### src/sv/lifr_pkg.sv
// ----------------------------------------------------------------------------
// lifr_pkg: shared types and constants of the linear interpolation resampler
// Item layouts, register indexes and reset values, controller states, and the
// command and status bundles between the controller and the datapath.
// ----------------------------------------------------------------------------
`default_nettype none

package lifr_pkg;

    localparam int SAMPLE_WIDTH = 16;
    localparam int SPAN_W       = 16;
    // Interpolation numerator magnitude is at most span * 2^(SAMPLE_WIDTH-1).
    localparam int DIV_W        = SAMPLE_WIDTH + SPAN_W - 1;
    localparam int CFG_INDEX_W  = 2;
    localparam int CFG_DATA_W   = 16;

    localparam int RATE_IN  = 44100;
    localparam int RATE_OUT = 16000;

    localparam logic [SPAN_W-1:0] SPAN_RESET       = SPAN_W'(RATE_OUT - 1);
    localparam logic [SPAN_W-1:0] STEP_WHOLE_RESET = SPAN_W'((RATE_IN - 1) / (RATE_OUT - 1));
    localparam logic [SPAN_W-1:0] STEP_PART_RESET  = SPAN_W'((RATE_IN - 1) % (RATE_OUT - 1));

    typedef enum logic [CFG_INDEX_W-1:0] {
        CFG_OUT_SPAN   = 2'd0,
        CFG_STEP_WHOLE = 2'd1,
        CFG_STEP_PART  = 2'd2,
        CFG_BYPASS     = 2'd3
    } cfg_index_t;

    typedef struct packed {
        logic signed [SAMPLE_WIDTH-1:0] sample_in;
        logic                           frame_end;
    } in_item_t;

    typedef struct packed {
        logic signed [SAMPLE_WIDTH-1:0] sample_out;
        logic                           out_last;
    } out_item_t;

    typedef enum logic [3:0] {
        ST_IDLE,
        ST_NORM,
        ST_NORM_WAIT,
        ST_STEP,
        ST_STEP_WAIT,
        ST_LOOP,
        ST_MUL_A,
        ST_MUL_B,
        ST_SUM,
        ST_INT_DIV,
        ST_INT_WAIT,
        ST_INT_EMIT,
        ST_EXACT_EMIT,
        ST_FINISH,
        ST_BYPASS
    } state_t;

    typedef enum logic [1:0] {
        EMIT_INTERP,
        EMIT_EXACT,
        EMIT_FINAL,
        EMIT_BYPASS
    } emit_src_t;

    typedef struct packed {
        logic      accept;
        logic      norm_start;
        logic      norm_load;
        logic      step_direct;
        logic      step_start;
        logic      step_load;
        logic      advance;
        logic      mul_a;
        logic      mul_b;
        logic      sum;
        logic      int_start;
        logic      emit;
        emit_src_t emit_src;
        logic      finish;
        logic      bypass_finish;
    } ctrl_cmd_t;

    typedef struct packed {
        logic bypass;
        logic fend;
        logic rem_ge_span;
        logic step_ge_span;
        logic div_busy;
        logic div_done;
        logic cnt_lt_span;
        logic hit_interp;
        logic hit_exact;
        logic can_emit;
        logic out_free;
    } dp_status_t;

endpackage

`default_nettype wire

### src/sv/lifr_div.sv
// ----------------------------------------------------------------------------
// lifr_div: serial restoring divider
// Unsigned division of a DIV_W-bit dividend by a non-zero 16-bit divisor, one
// quotient bit per cycle. done pulses for one cycle; results then hold.
// ----------------------------------------------------------------------------
`default_nettype none

module lifr_div #(
    parameter int DIV_W = 31
) (
    input  wire logic                            clk,
    input  wire logic                            rst_n,
    input  wire logic                            start,
    input  wire logic [DIV_W-1:0]                dividend,
    input  wire logic [lifr_pkg::SPAN_W-1:0]     divisor,
    output logic                                 busy,
    output logic                                 done,
    output logic [DIV_W-1:0]                     quotient,
    output logic [lifr_pkg::SPAN_W-1:0]          remainder
);

    localparam int CNT_W = $clog2(DIV_W + 1);
    localparam int SW    = lifr_pkg::SPAN_W;

    logic              busy_reg, busy_next;
    logic              done_reg, done_next;
    logic [CNT_W-1:0]  cnt_reg, cnt_next;
    logic [DIV_W-1:0]  quo_reg, quo_next;
    logic [SW-1:0]     rem_reg, rem_next;
    logic [SW-1:0]     dvs_reg, dvs_next;
    logic [SW:0]       trial;
    logic [SW:0]       diff;
    logic              fits;

    always_comb
    begin
        trial = {rem_reg, quo_reg[DIV_W-1]};
        diff  = trial - {1'b0, dvs_reg};
        fits  = (trial >= {1'b0, dvs_reg});

        busy_next = busy_reg;
        cnt_next  = cnt_reg;
        done_next = busy_reg && (cnt_reg == CNT_W'(1));
        quo_next  = quo_reg;
        rem_next  = rem_reg;
        dvs_next  = dvs_reg;

        if (start)
        begin
            busy_next = 1'b1;
            cnt_next  = CNT_W'(DIV_W);
            quo_next  = dividend;
            rem_next  = '0;
            dvs_next  = divisor;
        end
        else if (busy_reg)
        begin
            cnt_next = cnt_reg - 1'b1;
            if (cnt_reg == CNT_W'(1))
            begin
                busy_next = 1'b0;
            end
            // The partial remainder always stays below the divisor.
            rem_next = fits ? diff[SW-1:0] : trial[SW-1:0];
            quo_next = {quo_reg[DIV_W-2:0], fits};
        end
    end

    always_ff @(posedge clk or negedge rst_n)
    begin
        if (!rst_n)
        begin
            busy_reg <= 1'b0;
            done_reg <= 1'b0;
            cnt_reg  <= '0;
        end
        else
        begin
            busy_reg <= busy_next;
            done_reg <= done_next;
            cnt_reg  <= cnt_next;
        end
    end

    always_ff @(posedge clk)
    begin
        quo_reg <= quo_next;
        rem_reg <= rem_next;
        dvs_reg <= dvs_next;
    end

    assign busy      = busy_reg;
    assign done      = done_reg;
    assign quotient  = quo_reg;
    assign remainder = rem_reg;

endmodule

`default_nettype wire

### src/sv/lifr_dpath.sv
// ----------------------------------------------------------------------------
// lifr_dpath: resampler datapath
// Configuration registers, frame position state, the shared multiplier, the
// serial divider and output register, driven by cfg writes and controller commands.
// ----------------------------------------------------------------------------
`default_nettype none

module lifr_dpath #(
    parameter int COUNT_WIDTH = 16
) (
    input  wire logic                                 clk,
    input  wire logic                                 rst_n,
    input  wire logic                                 cfg_we,
    input  wire logic [lifr_pkg::CFG_INDEX_W-1:0]     cfg_index,
    input  wire logic [lifr_pkg::CFG_DATA_W-1:0]      cfg_data,
    input  wire lifr_pkg::in_item_t                   in_item,
    input  wire logic                                 out_ready,
    output logic                                      out_valid,
    output lifr_pkg::out_item_t                       out_item,
    input  wire lifr_pkg::ctrl_cmd_t                  cmd,
    output lifr_pkg::dp_status_t                      status
);

    localparam int SW     = lifr_pkg::SAMPLE_WIDTH;
    localparam int SPW    = lifr_pkg::SPAN_W;
    localparam int DIV_W  = lifr_pkg::DIV_W;
    localparam int POS_W  = COUNT_WIDTH + 1;
    localparam int WIDE_W = ((POS_W > SPW) ? POS_W : SPW) + 2;
    localparam int PROD_W = SW + SPW + 1;
    localparam int SUM_W  = PROD_W + 1;
    localparam logic [WIDE_W-1:0] WHOLE_MAX = {{(WIDE_W - POS_W){1'b0}}, {POS_W{1'b1}}};

    // Configuration registers.
    logic [SPW-1:0] span_cfg_reg, span_cfg_next;
    logic [SPW-1:0] step_whole_cfg_reg, step_whole_cfg_next;
    logic [SPW-1:0] step_part_cfg_reg, step_part_cfg_next;
    logic           bypass_cfg_reg, bypass_cfg_next;

    // Frame state.
    logic signed [SW-1:0]   prev_reg, prev_next;
    logic [COUNT_WIDTH-1:0] in_index_reg, in_index_next;
    logic [POS_W-1:0]       next_whole_reg, next_whole_next;
    logic [SPW-1:0]         next_rem_reg, next_rem_next;
    logic [POS_W-1:0]       out_count_reg, out_count_next;

    // Per-item working registers.
    logic signed [SW-1:0]   cur_reg, cur_next;
    logic                   fend_reg, fend_next;
    logic [1:0]             emit_cnt_reg, emit_cnt_next;
    logic [SPW:0]           step_w_reg, step_w_next;
    logic [SPW-1:0]         step_p_reg, step_p_next;
    logic signed [PROD_W-1:0] prod_a_reg, prod_a_next;
    logic signed [PROD_W-1:0] prod_b_reg, prod_b_next;
    logic [SUM_W-1:0]       sum_reg, sum_next;

    logic                   out_valid_reg, out_valid_next;
    lifr_pkg::out_item_t    out_item_reg, out_item_next;

    logic [SPW-1:0]         span;
    logic [SPW-1:0]         span_minus_rem;
    logic signed [SPW:0]    mul_a;
    logic signed [SW-1:0]   mul_b;
    logic signed [PROD_W-1:0] product;
    logic [SUM_W-1:0]       mag_full;
    logic [DIV_W-1:0]       div_dividend;
    logic                   div_start;
    logic                   div_busy;
    logic                   div_done;
    logic [DIV_W-1:0]       div_quo;
    logic [SPW-1:0]         div_rem;
    logic [SW-1:0]          q_low;
    logic [SW-1:0]          int_val;
    logic [SPW:0]           rem_sum;
    logic [SPW:0]           rem_diff;
    logic                   rem_carry;
    logic [WIDE_W-1:0]      whole_adv_sum;
    logic [WIDE_W-1:0]      whole_norm_sum;
    logic                   out_free;

    // A span of zero behaves as one.
    assign span           = (span_cfg_reg == '0) ? SPW'(1) : span_cfg_reg;
    assign span_minus_rem = span - next_rem_reg;

    // One multiplier serves both products of the interpolation.
    assign mul_a   = cmd.mul_b ? $signed({1'b0, next_rem_reg}) : $signed({1'b0, span_minus_rem});
    assign mul_b   = cmd.mul_b ? cur_reg : prev_reg;
    assign product = mul_a * mul_b;

    assign mag_full = sum_reg[SUM_W-1] ? (~sum_reg + 1'b1) : sum_reg;

    always_comb
    begin
        div_dividend = mag_full[DIV_W-1:0];
        if (cmd.norm_start)
        begin
            div_dividend = DIV_W'(next_rem_reg);
        end
        else if (cmd.step_start)
        begin
            div_dividend = DIV_W'(step_part_cfg_reg);
        end
    end

    assign div_start = cmd.norm_start | cmd.step_start | cmd.int_start;

    lifr_div #(
        .DIV_W (DIV_W)
    ) u_div (
        .clk       (clk),
        .rst_n     (rst_n),
        .start     (div_start),
        .dividend  (div_dividend),
        .divisor   (span),
        .busy      (div_busy),
        .done      (div_done),
        .quotient  (div_quo),
        .remainder (div_rem)
    );

    // The quotient magnitude never exceeds 2^(SW-1), so its sign is restored here.
    assign q_low   = div_quo[SW-1:0];
    assign int_val = sum_reg[SUM_W-1] ? (~q_low + 1'b1) : q_low;

    // Position step: the step remainder is below the span, so one subtract suffices.
    assign rem_sum       = {1'b0, next_rem_reg} + {1'b0, step_p_reg};
    assign rem_diff      = rem_sum - {1'b0, span};
    assign rem_carry     = (rem_sum >= {1'b0, span});
    assign whole_adv_sum = WIDE_W'(next_whole_reg) + WIDE_W'(step_w_reg) + WIDE_W'(rem_carry);
    assign whole_norm_sum = WIDE_W'(next_whole_reg) + WIDE_W'(div_quo[SPW-1:0]);

    assign out_free = !out_valid_reg || out_ready;

    always_comb
    begin
        span_cfg_next       = span_cfg_reg;
        step_whole_cfg_next = step_whole_cfg_reg;
        step_part_cfg_next  = step_part_cfg_reg;
        bypass_cfg_next     = bypass_cfg_reg;
        if (cfg_we)
        begin
            case (cfg_index)
                lifr_pkg::CFG_OUT_SPAN:   span_cfg_next       = cfg_data[SPW-1:0];
                lifr_pkg::CFG_STEP_WHOLE: step_whole_cfg_next = cfg_data[SPW-1:0];
                lifr_pkg::CFG_STEP_PART:  step_part_cfg_next  = cfg_data[SPW-1:0];
                lifr_pkg::CFG_BYPASS:     bypass_cfg_next     = cfg_data[0];
                default:                  bypass_cfg_next     = bypass_cfg_reg;
            endcase
        end
    end

    always_comb
    begin
        prev_next       = prev_reg;
        in_index_next   = in_index_reg;
        next_whole_next = next_whole_reg;
        next_rem_next   = next_rem_reg;
        out_count_next  = out_count_reg;
        cur_next        = cur_reg;
        fend_next       = fend_reg;
        emit_cnt_next   = emit_cnt_reg;
        step_w_next     = step_w_reg;
        step_p_next     = step_p_reg;
        prod_a_next     = prod_a_reg;
        prod_b_next     = prod_b_reg;
        sum_next        = sum_reg;
        out_valid_next  = out_valid_reg;
        out_item_next   = out_item_reg;

        if (cmd.accept)
        begin
            cur_next      = in_item.sample_in;
            fend_next     = in_item.frame_end;
            emit_cnt_next = '0;
        end

        if (cmd.norm_load)
        begin
            next_whole_next = (whole_norm_sum > WHOLE_MAX) ? '1 : whole_norm_sum[POS_W-1:0];
            next_rem_next   = div_rem;
        end

        if (cmd.step_direct)
        begin
            step_w_next = {1'b0, step_whole_cfg_reg};
            step_p_next = step_part_cfg_reg;
        end

        if (cmd.step_load)
        begin
            step_w_next = {1'b0, step_whole_cfg_reg} + {1'b0, div_quo[SPW-1:0]};
            step_p_next = div_rem;
        end

        if (cmd.mul_a)
        begin
            prod_a_next = product;
        end

        if (cmd.mul_b)
        begin
            prod_b_next = product;
        end

        if (cmd.sum)
        begin
            sum_next = {prod_a_reg[PROD_W-1], prod_a_reg} + {prod_b_reg[PROD_W-1], prod_b_reg};
        end

        if (cmd.advance)
        begin
            next_whole_next = (whole_adv_sum > WHOLE_MAX) ? '1 : whole_adv_sum[POS_W-1:0];
            next_rem_next   = rem_carry ? rem_diff[SPW-1:0] : rem_sum[SPW-1:0];
            if (out_count_reg != '1)
            begin
                out_count_next = out_count_reg + 1'b1;
            end
        end

        if (out_valid_reg && out_ready)
        begin
            out_valid_next = 1'b0;
        end

        if (cmd.emit)
        begin
            out_valid_next = 1'b1;
            case (cmd.emit_src)
                lifr_pkg::EMIT_INTERP:
                begin
                    out_item_next.sample_out = int_val;
                    out_item_next.out_last   = 1'b0;
                end
                lifr_pkg::EMIT_EXACT:
                begin
                    out_item_next.sample_out = cur_reg;
                    out_item_next.out_last   = 1'b0;
                end
                lifr_pkg::EMIT_FINAL:
                begin
                    out_item_next.sample_out = cur_reg;
                    out_item_next.out_last   = 1'b1;
                end
                default:
                begin
                    out_item_next.sample_out = cur_reg;
                    out_item_next.out_last   = fend_reg;
                end
            endcase
            if ((cmd.emit_src == lifr_pkg::EMIT_INTERP) || (cmd.emit_src == lifr_pkg::EMIT_EXACT))
            begin
                emit_cnt_next = emit_cnt_reg + 1'b1;
            end
        end

        if (cmd.finish || cmd.bypass_finish)
        begin
            prev_next = cur_reg;
            if (fend_reg)
            begin
                in_index_next   = '0;
                next_whole_next = '0;
                next_rem_next   = '0;
                out_count_next  = '0;
            end
            else if (cmd.finish && (in_index_reg != '1))
            begin
                in_index_next = in_index_reg + 1'b1;
            end
        end
    end

    always_ff @(posedge clk or negedge rst_n)
    begin
        if (!rst_n)
        begin
            span_cfg_reg       <= lifr_pkg::SPAN_RESET;
            step_whole_cfg_reg <= lifr_pkg::STEP_WHOLE_RESET;
            step_part_cfg_reg  <= lifr_pkg::STEP_PART_RESET;
            bypass_cfg_reg     <= 1'b0;
            prev_reg           <= '0;
            in_index_reg       <= '0;
            next_whole_reg     <= '0;
            next_rem_reg       <= '0;
            out_count_reg      <= '0;
            emit_cnt_reg       <= '0;
            out_valid_reg      <= 1'b0;
        end
        else
        begin
            span_cfg_reg       <= span_cfg_next;
            step_whole_cfg_reg <= step_whole_cfg_next;
            step_part_cfg_reg  <= step_part_cfg_next;
            bypass_cfg_reg     <= bypass_cfg_next;
            prev_reg           <= prev_next;
            in_index_reg       <= in_index_next;
            next_whole_reg     <= next_whole_next;
            next_rem_reg       <= next_rem_next;
            out_count_reg      <= out_count_next;
            emit_cnt_reg       <= emit_cnt_next;
            out_valid_reg      <= out_valid_next;
        end
    end

    always_ff @(posedge clk)
    begin
        cur_reg      <= cur_next;
        fend_reg     <= fend_next;
        step_w_reg   <= step_w_next;
        step_p_reg   <= step_p_next;
        prod_a_reg   <= prod_a_next;
        prod_b_reg   <= prod_b_next;
        sum_reg      <= sum_next;
        out_item_reg <= out_item_next;
    end

    always_comb
    begin
        status.bypass       = bypass_cfg_reg;
        status.fend         = fend_reg;
        status.rem_ge_span  = (next_rem_reg >= span);
        status.step_ge_span = (step_part_cfg_reg >= span);
        status.div_busy     = div_busy;
        status.div_done     = div_done;
        status.cnt_lt_span  = (WIDE_W'(out_count_reg) < WIDE_W'(span));
        status.hit_interp   = ((WIDE_W'(next_whole_reg) + WIDE_W'(1)) == WIDE_W'(in_index_reg))
                              && (next_rem_reg != '0);
        status.hit_exact    = (WIDE_W'(next_whole_reg) == WIDE_W'(in_index_reg))
                              && (next_rem_reg == '0) && !fend_reg;
        status.can_emit     = fend_reg ? (emit_cnt_reg == 2'd0) : (emit_cnt_reg != 2'd2);
        status.out_free     = out_free;
    end

    assign out_valid = out_valid_reg;
    assign out_item  = out_item_reg;

endmodule

`default_nettype wire

### src/sv/lifr_ctrl.sv
// ----------------------------------------------------------------------------
// lifr_ctrl: resampler controller
// Sequences one input item: remainder and step normalisation, the walk over
// output positions, the interpolation products and division, and the outputs, or a bypass.
// ----------------------------------------------------------------------------
`default_nettype none

module lifr_ctrl (
    input  wire logic                  clk,
    input  wire logic                  rst_n,
    input  wire logic                  in_valid,
    output logic                       in_ready,
    input  wire lifr_pkg::dp_status_t  status,
    output lifr_pkg::ctrl_cmd_t        cmd,
    output lifr_pkg::state_t           state
);

    lifr_pkg::state_t state_reg, state_next;

    always_ff @(posedge clk or negedge rst_n)
    begin
        if (!rst_n)
        begin
            state_reg <= lifr_pkg::ST_IDLE;
        end
        else
        begin
            state_reg <= state_next;
        end
    end

    always_comb
    begin
        state_next   = state_reg;
        cmd          = '0;
        cmd.emit_src = lifr_pkg::EMIT_INTERP;
        in_ready     = 1'b0;

        case (state_reg)
            lifr_pkg::ST_IDLE:
            begin
                in_ready = 1'b1;
                if (in_valid)
                begin
                    cmd.accept = 1'b1;
                    state_next = status.bypass ? lifr_pkg::ST_BYPASS : lifr_pkg::ST_NORM;
                end
            end
            lifr_pkg::ST_NORM:
            begin
                // A remainder left at or above a newly written span is folded into the whole part.
                if (status.rem_ge_span)
                begin
                    cmd.norm_start = 1'b1;
                    state_next     = lifr_pkg::ST_NORM_WAIT;
                end
                else
                begin
                    state_next = lifr_pkg::ST_STEP;
                end
            end
            lifr_pkg::ST_NORM_WAIT:
            begin
                if (status.div_done)
                begin
                    cmd.norm_load = 1'b1;
                    state_next    = lifr_pkg::ST_STEP;
                end
            end
            lifr_pkg::ST_STEP:
            begin
                if (status.step_ge_span)
                begin
                    cmd.step_start = 1'b1;
                    state_next     = lifr_pkg::ST_STEP_WAIT;
                end
                else
                begin
                    cmd.step_direct = 1'b1;
                    state_next      = lifr_pkg::ST_LOOP;
                end
            end
            lifr_pkg::ST_STEP_WAIT:
            begin
                if (status.div_done)
                begin
                    cmd.step_load = 1'b1;
                    state_next    = lifr_pkg::ST_LOOP;
                end
            end
            lifr_pkg::ST_LOOP:
            begin
                // Positions past the per-item limit are stepped over without a value.
                if (status.cnt_lt_span && status.hit_interp)
                begin
                    if (status.can_emit)
                    begin
                        state_next = lifr_pkg::ST_MUL_A;
                    end
                    else
                    begin
                        cmd.advance = 1'b1;
                    end
                end
                else if (status.cnt_lt_span && status.hit_exact)
                begin
                    if (status.can_emit)
                    begin
                        state_next = lifr_pkg::ST_EXACT_EMIT;
                    end
                    else
                    begin
                        cmd.advance = 1'b1;
                    end
                end
                else
                begin
                    state_next = lifr_pkg::ST_FINISH;
                end
            end
            lifr_pkg::ST_MUL_A:
            begin
                cmd.mul_a  = 1'b1;
                state_next = lifr_pkg::ST_MUL_B;
            end
            lifr_pkg::ST_MUL_B:
            begin
                cmd.mul_b  = 1'b1;
                state_next = lifr_pkg::ST_SUM;
            end
            lifr_pkg::ST_SUM:
            begin
                cmd.sum    = 1'b1;
                state_next = lifr_pkg::ST_INT_DIV;
            end
            lifr_pkg::ST_INT_DIV:
            begin
                cmd.int_start = 1'b1;
                state_next    = lifr_pkg::ST_INT_WAIT;
            end
            lifr_pkg::ST_INT_WAIT:
            begin
                if (status.div_done)
                begin
                    state_next = lifr_pkg::ST_INT_EMIT;
                end
            end
            lifr_pkg::ST_INT_EMIT:
            begin
                if (status.out_free)
                begin
                    cmd.emit     = 1'b1;
                    cmd.emit_src = lifr_pkg::EMIT_INTERP;
                    cmd.advance  = 1'b1;
                    state_next   = lifr_pkg::ST_LOOP;
                end
            end
            lifr_pkg::ST_EXACT_EMIT:
            begin
                if (status.out_free)
                begin
                    cmd.emit     = 1'b1;
                    cmd.emit_src = lifr_pkg::EMIT_EXACT;
                    cmd.advance  = 1'b1;
                    state_next   = lifr_pkg::ST_LOOP;
                end
            end
            lifr_pkg::ST_FINISH:
            begin
                if (!status.fend)
                begin
                    cmd.finish = 1'b1;
                    state_next = lifr_pkg::ST_IDLE;
                end
                else if (status.out_free)
                begin
                    cmd.emit     = 1'b1;
                    cmd.emit_src = lifr_pkg::EMIT_FINAL;
                    cmd.finish   = 1'b1;
                    state_next   = lifr_pkg::ST_IDLE;
                end
            end
            lifr_pkg::ST_BYPASS:
            begin
                if (status.out_free)
                begin
                    cmd.emit          = 1'b1;
                    cmd.emit_src      = lifr_pkg::EMIT_BYPASS;
                    cmd.bypass_finish = 1'b1;
                    state_next        = lifr_pkg::ST_IDLE;
                end
            end
            default:
            begin
                state_next = lifr_pkg::ST_IDLE;
            end
        endcase
    end

    assign state = state_reg;

endmodule

`default_nettype wire

### src/sv/linear_interp_frame_resampler.sv
// ----------------------------------------------------------------------------
// linear_interp_frame_resampler: linear interpolation frame resampler
// Resamples frames of signed PCM samples to a programmed output count.
// ----------------------------------------------------------------------------
// Usage: input samples of a frame arrive in order on in_valid/in_ready, the
// last one with frame_end set. Results leave on out_valid/out_ready, at most
// two per input item; the final output of a frame equals its last input and
// carries out_last. Registers out_span, step_whole, step_part and bypass are
// written through cfg_we/cfg_index/cfg_data only while no item is in
// progress; the user must keep to this, as the block does not enforce it.
// Timing: one item is in work at a time. For each interpolated result the
// controller tests the position, does the multiply and add, starts the
// bit-serial divider and waits for it, then emits. An output position that
// lands on a sample is emitted directly, and one past the per-item output
// limit is stepped over. The remainder and step fold-ups also use the
// divider and run only after the span has been lowered or when step_part
// is not below it.
// Reset restores the registers to their defaults and clears the frame state.
// A single output register holds a finished result; while the receiver stalls
// it is kept and the controller waits before writing the next result.
// ----------------------------------------------------------------------------
`default_nettype none

module linear_interp_frame_resampler #(
    parameter int COUNT_WIDTH = 16
) (
    input  wire logic                             clk,
    input  wire logic                             rst_n,
    input  wire logic                             in_valid,
    output logic                                  in_ready,
    input  wire lifr_pkg::in_item_t               in_item,
    output logic                                  out_valid,
    input  wire logic                             out_ready,
    output lifr_pkg::out_item_t                   out_item,
    input  wire logic                             cfg_we,
    input  wire logic [lifr_pkg::CFG_INDEX_W-1:0] cfg_index,
    input  wire logic [lifr_pkg::CFG_DATA_W-1:0]  cfg_data
);

    lifr_pkg::ctrl_cmd_t  cmd;
    lifr_pkg::dp_status_t status;
    lifr_pkg::state_t     state;

    lifr_ctrl u_ctrl (
        .clk      (clk),
        .rst_n    (rst_n),
        .in_valid (in_valid),
        .in_ready (in_ready),
        .status   (status),
        .cmd      (cmd),
        .state    (state)
    );

    lifr_dpath #(
        .COUNT_WIDTH (COUNT_WIDTH)
    ) u_dpath (
        .clk       (clk),
        .rst_n     (rst_n),
        .cfg_we    (cfg_we),
        .cfg_index (cfg_index),
        .cfg_data  (cfg_data),
        .in_item   (in_item),
        .out_ready (out_ready),
        .out_valid (out_valid),
        .out_item  (out_item),
        .cmd       (cmd),
        .status    (status)
    );

    // A result is only written when the output register is empty or being taken.
    a_emit_free: assert property (@(posedge clk) disable iff (!rst_n)
        cmd.emit |-> (!out_valid || out_ready))
        else $error("result written over an untaken output item");

    a_div_idle: assert property (@(posedge clk) disable iff (!rst_n)
        (cmd.norm_start || cmd.step_start || cmd.int_start) |-> !status.div_busy)
        else $error("divider started while busy");

    a_done_expected: assert property (@(posedge clk) disable iff (!rst_n)
        status.div_done |-> ((state == lifr_pkg::ST_NORM_WAIT) ||
                             (state == lifr_pkg::ST_STEP_WAIT) ||
                             (state == lifr_pkg::ST_INT_WAIT)))
        else $error("divider finished outside a waiting state");

    a_rem_below_span: assert property (@(posedge clk) disable iff (!rst_n)
        (state == lifr_pkg::ST_LOOP) |-> !status.rem_ge_span)
        else $error("position remainder not below span during the output walk");

endmodule

`default_nettype wire
### config.mk
export PLATFORM = sky130hd
export DESIGN_NAME = linear_interp_frame_resampler
export DESIGN_NICKNAME = d
export VERILOG_FILES = /design/src/sv/lifr_pkg.sv /design/src/sv/lifr_div.sv /design/src/sv/lifr_dpath.sv /design/src/sv/lifr_ctrl.sv /design/src/sv/linear_interp_frame_resampler.sv
export SDC_FILE = /design/constraint.sdc
export NUM_CORES = 2
export LEC_CHECK = 0
export BUFFER_PORTS_ARGS = -buffer_cell sky130_fd_sc_hd__clkbuf_2
export CORE_ASPECT_RATIO = 1.2
export CORE_MARGIN = 2
export CORE_UTILIZATION = 32
export CTS_BUF_LIST = sky130_fd_sc_hd__clkbuf_4
export DETAILED_ROUTE_END_ITERATION = 8
export PLACE_DENSITY = 0.52
export SLEW_MARGIN = 15
export SYNTH_ARGS = -nofsm -noshare
export SYNTH_HDL_FRONTEND = slang
export SYNTH_SLANG_ARGS = --single-unit
### constraint.sdc
create_clock -name clk -period 11.4 [get_ports clk]
set_input_delay 1.71 -clock clk [delete_from_list [all_inputs] [get_ports clk]]
set_output_delay 1.71 -clock clk [all_outputs]
set_load 0.01 [all_outputs]
* Word level (Yosys, flattened, before mapping) *
Index checks and enable logic that the tools add are counted.
Widths: inputs -> output; s select.

word-level totals
  register bits after elaboration = 375
  latch bits = 0
  bits in writable memories = 0
  memory bits (read-only) = 0
  input port bits = 40
  output and inout bits = 19
  word-level logic and storage cells = 205
  memories kept = 0

operators by class
  $add $sub $neg = 16
  multipliers = 1
  divide/modulo/power cells = 0
  order comparisons = 7
  equal/unequal tests = 32
  shifts and indexed selects = 0
  mux-type cells = 87
  bitwise gates (word level) = 4
  reductions and logical operators = 31

operator list
  operator               count
  $mux 16                14
  $mux 17                12
  $mux 31                5
  $pmux 4 s14            1
  $mux 4                 13
  $pmux 17 s3            1
  $sub 16x16->16         3
  $gt 19x17->1 const B   2
  $add 16x16->17         2
  $add 33x33->34         1
  $ge 17x16->1           2
  $mul 17x16->33         1
  $add 16x1->16 const B  2
  $ge 16x16->1           2
  $logic_not 16->1       2
  $add 31x1->31 const B  1
  $not 31->31            1
  $mux 1                 29
  $eq 4x4->1 const B     7
  $add 19x1->19          1
  $eq 19x16->1           1
  $add 17x1->18 const B  1
  $add 17x16->18         1
  $add 17x17->18         1
  33 further kinds       72

* Depth between registers and ports, before layout *
  depth after elaboration = 10
  depth in mapped cells = 37
  gate-level depth less buffers = 37

* Cells and area by module *
From an unflattened synthesis, not the netlist that was laid out.

unflattened totals
  cell total of the unflattened synthesis = 3,457
  area total of the unflattened synthesis = 33,149.3 µm²

modules (own cells, without submodules)
  module      times used  cells an instance  area an instance (µm²)  seq. area each (µm²)
  lifr_dpath  1           3,049              28,786.4                8,334.2
  lifr_div    1           316                3,717.3                 1,906.8
  lifr_ctrl   1           92                 645.6                   100.1

* Worst setup path before layout *
No wires, ideal clock.

  path type = register to register
  start point = register u_ctrl.state_reg[2] (netlist: u_ctrl.state[2])
  end point = register u_dpath.prod_a_reg[29], data pin
  library setup time = 264 ps
  arrival = 8,261 ps
  required time = 11,136 ps
  setup slack = 2,875 ps
  cell stages (with the launch flop) = 30
  path buffers = 3
  period minus slack after synthesis = 8,525 ps
  cell sequence = dfrtp_1 > clkbuf_1 > nor2b_1 > nand3_1 > inv_1 > clkbuf_1 > clkbuf_1 > nand2_1 > o31ai_1 > nand2_1 > fa_1 > inv_1 > fa_1 > fa_1 > fa_1 > fa_1 > inv_1 > fa_1 > inv_1 > ha_1 > nand3_1 > nor2_1 > a221oi_1 > o21ai_0 > a221oi_1 > nand2b_1 > a31oi_1 > a21o_1 > a21oi_1 > xnor2_1

on the way
  longest elaborated chain between the ends = 4
  elaborated cells on any way between the ends = 5
  those cells by class = 1 x mul; 1 x eq/ne; 3 x mux

ends and longest elaborated chain
  element                     RTL line                            source
  start: declaration          lifr_ctrl.sv:18                     lifr_pkg::state_t state_reg, state_next;
  start signal: assignment    lifr_ctrl.sv:24                     state_reg <= lifr_pkg::ST_IDLE;
  start signal: assignment    lifr_ctrl.sv:28                     state_reg <= state_next;
  $eq 4x3->1 *                lifr_ctrl.sv:39                     case (state_reg)
  $mux 1 *                    lifr_ctrl.sv:39
  $mux 16 (on tied branches)  lifr_dpath.sv:85, lifr_dpath.sv:86
  $mul 17x16->33 *            lifr_dpath.sv:87                    assign product = mul_a * mul_b;
  via u_dpath.product[29]     lifr_dpath.sv:63                    logic signed [PROD_W-1:0] product;
  end signal: assignment      lifr_dpath.sv:310                   prod_a_reg <= prod_a_next;
  end: declaration            lifr_dpath.sv:52                    logic signed [PROD_W-1:0] prod_a_reg, prod_a_next;

Mark *: on every way through the listed nets, which the timed path passes. The rest lies on a longest branch.
A chain may end at the register's enable or synchronous reset.

* Worst setup path in the final report *
  start point = register u_dpath.span_cfg_reg[14]
  end point = register u_dpath.prod_b_reg[29], data pin

on the way
  longest elaborated chain between the ends = 5

ends and longest elaborated chain
  element                   RTL line           source
  start: declaration        lifr_dpath.sv:34   logic [SPW-1:0] span_cfg_reg, span_cfg_next;
  start signal: assignment  lifr_dpath.sv:276  span_cfg_reg <= lifr_pkg::SPAN_RESET;
  start signal: assignment  lifr_dpath.sv:290  span_cfg_reg <= span_cfg_next;
  $logic_not 16->1          lifr_dpath.sv:81   assign span = (span_cfg_reg == '0) ? SPW'(1) : span_cfg_reg;
  $mux 16 *                 lifr_dpath.sv:81
  $sub 16x16->16 *          lifr_dpath.sv:82   assign span_minus_rem = span - next_rem_reg;
  $mux 16 *                 lifr_dpath.sv:85   assign mul_a = cmd.mul_b ? $signed({1'b0, next_rem_reg}) : $signed({1'b0, span_minus_rem});
  $mul 17x16->33 *          lifr_dpath.sv:87
  via u_dpath.product[29]   lifr_dpath.sv:63
  end signal: assignment    lifr_dpath.sv:311  prod_b_reg <= prod_b_next;
  end: declaration          lifr_dpath.sv:53   logic signed [PROD_W-1:0] prod_b_reg, prod_b_next;

Marks and branches as above.

==> key figures <==
Outcome
  • Status: finished, final reports clean

Critical path
  • Worst path max stage delay: 0.88 ns
  • Critical path class: register to register
  • CP Data Arrival Time: 10.37 ns
  • CP Capture Type: register
  • Most used cell, CP: fa_1
  • Critical path's slowest cell: a21boi_1
  • CP startpoint kind: register
  • Crit path max fanout: 9
  • Critical path data required time: 12.10 ns

Routing
  • Routed length per instance: 21.5 um
  • Via/cell ratio: 5.26
  • DR pass1 iterations: 6
  • DRT iter0 DRCs: 1,987
  • Antenna viol nets, final: 0
  • # DRC: 0
  • Routed via count: 27,000
  • WL final: 111 mm

Timing
  • Max-slew violations: 0
  • RSZ-0062 raised after global routing: false
  • Measured slew at the worst slew-check pin: 1.23 ns
  • Setup TNS: 0 ns
  • Tcrit/Tclk final: 84.8%
  • Rel. slew slack: 17.8%
  • Clk_skew: 0.173 ns
  • Number of failing hold endpoints at the final stage: 0
  • Crit path time final: 9.67 ns
  • Final setup violation count: 0
  • Fmax: 103 MHz

Finish
  • Share of cells above drive strength 1: 10.7%
  • Fin nets: 4,219
  • FF+latch area: 10,300 um^2
  • Most frequent cells in the layout: inv_1, nand2_1, nor2_1
  • Fillers: 10,700
  • Multi-input logic area: 21,000 um^2
  • Area Overhead vs Synth: 9.84%

CTS
  • Clock buffer depth: 3
  • CTS resizes: 0
  • CTS buffer count: 108
  • Clk_lat worst skew: 1.03 ns
  • CTS sink cnt: 373
  • CTS tree: yes
  • Root buffer cell: clkbuf_4
  • H-tree depth: 3
  • Setup Fix Bufs, Post-CTS: 0
  • Clock transition at path regs: 0.07 ns
  • Hold Buf Count CTS: 0

Floorplan
  • Core area: 103,000 um^2
  • Number of cell rows: 129
  • Top Ports: 59
  • Initial Util: 32.2%
  • Full die area: 106,000 um^2
  • Die X: 298 um
  • Die Ht: 356 um

Yosys
  • Synth warn: 0
  • Post-synth EDFFs: 212
  • Synthesized area: 33,100 um^2
  • Part of the Yosys area used for sequential elements: 31.2%
  • Post-Syn Area per Cell: 9.22 um^2
  • FFs w/ async S/R, synth: 38.9%
  • Dominant synthesized flop cell: edfxtp_1
  • Distinct cell type count after synthesis: 86
  • Register bit total from synthesis: 373
  • Syn Inst Count: 3,591
  • Net Count, Synth: 4,142

Placed design
  • Post-detail-place hpwl: 85.4 mm
  • Final Wtd Congestion: 0.986
  • # port buffers: 58

Global routing
  • Pin count of the biggest net entering global routing: 83
  • GRT Util Overall: 20.9%
  • Number of global-route vias before repair: 27,100
  • GRT overflow: 0
  • Initial antenna violation count: 8
  • Global-route wire length before repair: 167 mm

Hold path
  • Worst min path class: register to register

Flow run
  • Max Cap Viol: 0
## layout make-up
cell class	count	share of cell area (%)
tap	1375	4.73
timing repair buffer	94	1.56
multi-input combinational	2723	57.6
antenna	7	0.0481
clock buffer	154	3.18
inverter	368	3.80
sequential	373	28.4
clock inverter	47	0.633
## layer usage
| metal | GRT usage (%) | vias to the layer above | wire [um] |
|---|---|---|---|
| li1 | - | 12700 | - |
| met1 | 25.9 | 13400 | 46000 |
| met2 | 36.2 | 768 | 53900 |
| met3 | 3.08 | 227 | 5970 |
| met4 | 8.65 | 0 | 4820 |
| met5 | 0 | - | 0 |
## Yosys cell counts, types with 20 or more instances
library cell,n,area [um^2]
mux2_2,70,788
ha_1,309,3870
fa_1,202,4040
xor2_1,100,876
nor2_1,362,1360
a21o_1,65,488
nand3_1,51,255
o21a_1,33,248
nor4_1,26,163
a21oi_1,236,1180
nand4_1,27,169
a31oi_1,25,156
and3_1,22,138
o31ai_1,27,203
clkbuf_1,113,424
dfstp_2,21,552
o21bai_1,20,150
o21ai_0,204,1020
inv_1,367,1380
nor3_1,68,340
xnor2_1,141,1230
nor2b_1,35,219
nand2b_1,37,231
nand2_1,366,1370
dfrtp_1,124,3100
edfxtp_1,212,6370
a211oi_1,38,285
## cell families after synthesis
| family | synth area share (%) |
|---|---|
| xor gates and xnor gates | 6.37 |
| DFF | 31.2 |
| muxes | 2.95 |
| buffers and inverters | 5.67 |
| adders and majority gates | 23.9 |
| AOI/OAI and AO/OA | 14.9 |
| and+or+nand+nor | 15.1 |
## worst max-delay path, delay by kind of cell, from the launching register on
kind | cells | cell delay [ns]
fa+ha+maj | 9 | 4.15
compound gates | 13 | 3.32
simple gates | 7 | 1.11
flops | 1 | 0.42
xor+xnor | 2 | 0.18
buf+inv | 3 | 0.14
## final timing paths
check / startpoint / to / slack [ns] / depth (start not counted)
hold / removal: u_dpath.u_div.cnt_reg[3]$_DFFE_PN0P_ / u_dpath.u_div.done$_DFF_PN0_ / 0.46 / 1
min in group asynchronous: rst_n / u_dpath.step_whole_cfg_reg[7]$_DFFE_PN0P_ / 0.83 / 1
hold reg to reg: u_dpath.u_div.cnt_reg[3]$_DFFE_PN0P_ / u_dpath.u_div.done$_DFF_PN0_ / 0.46 / 1
setup reg to reg: u_dpath.span_cfg_reg[14]$_DFFE_PN0P_ / u_dpath.prod_b_reg[29]$_DFFE_PP_ / 1.73 / 34
max in group asynchronous: rst_n / u_dpath.out_count_reg[16]$_DFF_PN0_ / 9.03 / 2
setup / recovery: u_dpath.span_cfg_reg[14]$_DFFE_PN0P_ / u_dpath.prod_b_reg[29]$_DFFE_PP_ / 1.73 / 34
## through the flow
stage	std cells	util, %	setup WS (ns)	instance area, um^2	hold WS [ns]
floorplan	3591	-	2.88	33100	0.451
global placement	4933	34.0	1.98	35000	0.465
detailed placement	4933	34.0	1.81	35000	0.481
CTS	5134	35.4	1.76	36400	0.445
global route	5141	35.4	1.09	36400	0.503
finish	5141	35.4	1.73	36400	0.462
Power is not shown: default switching activity piles up to over one toggle a cycle in this logic, so the estimate is an artifact.
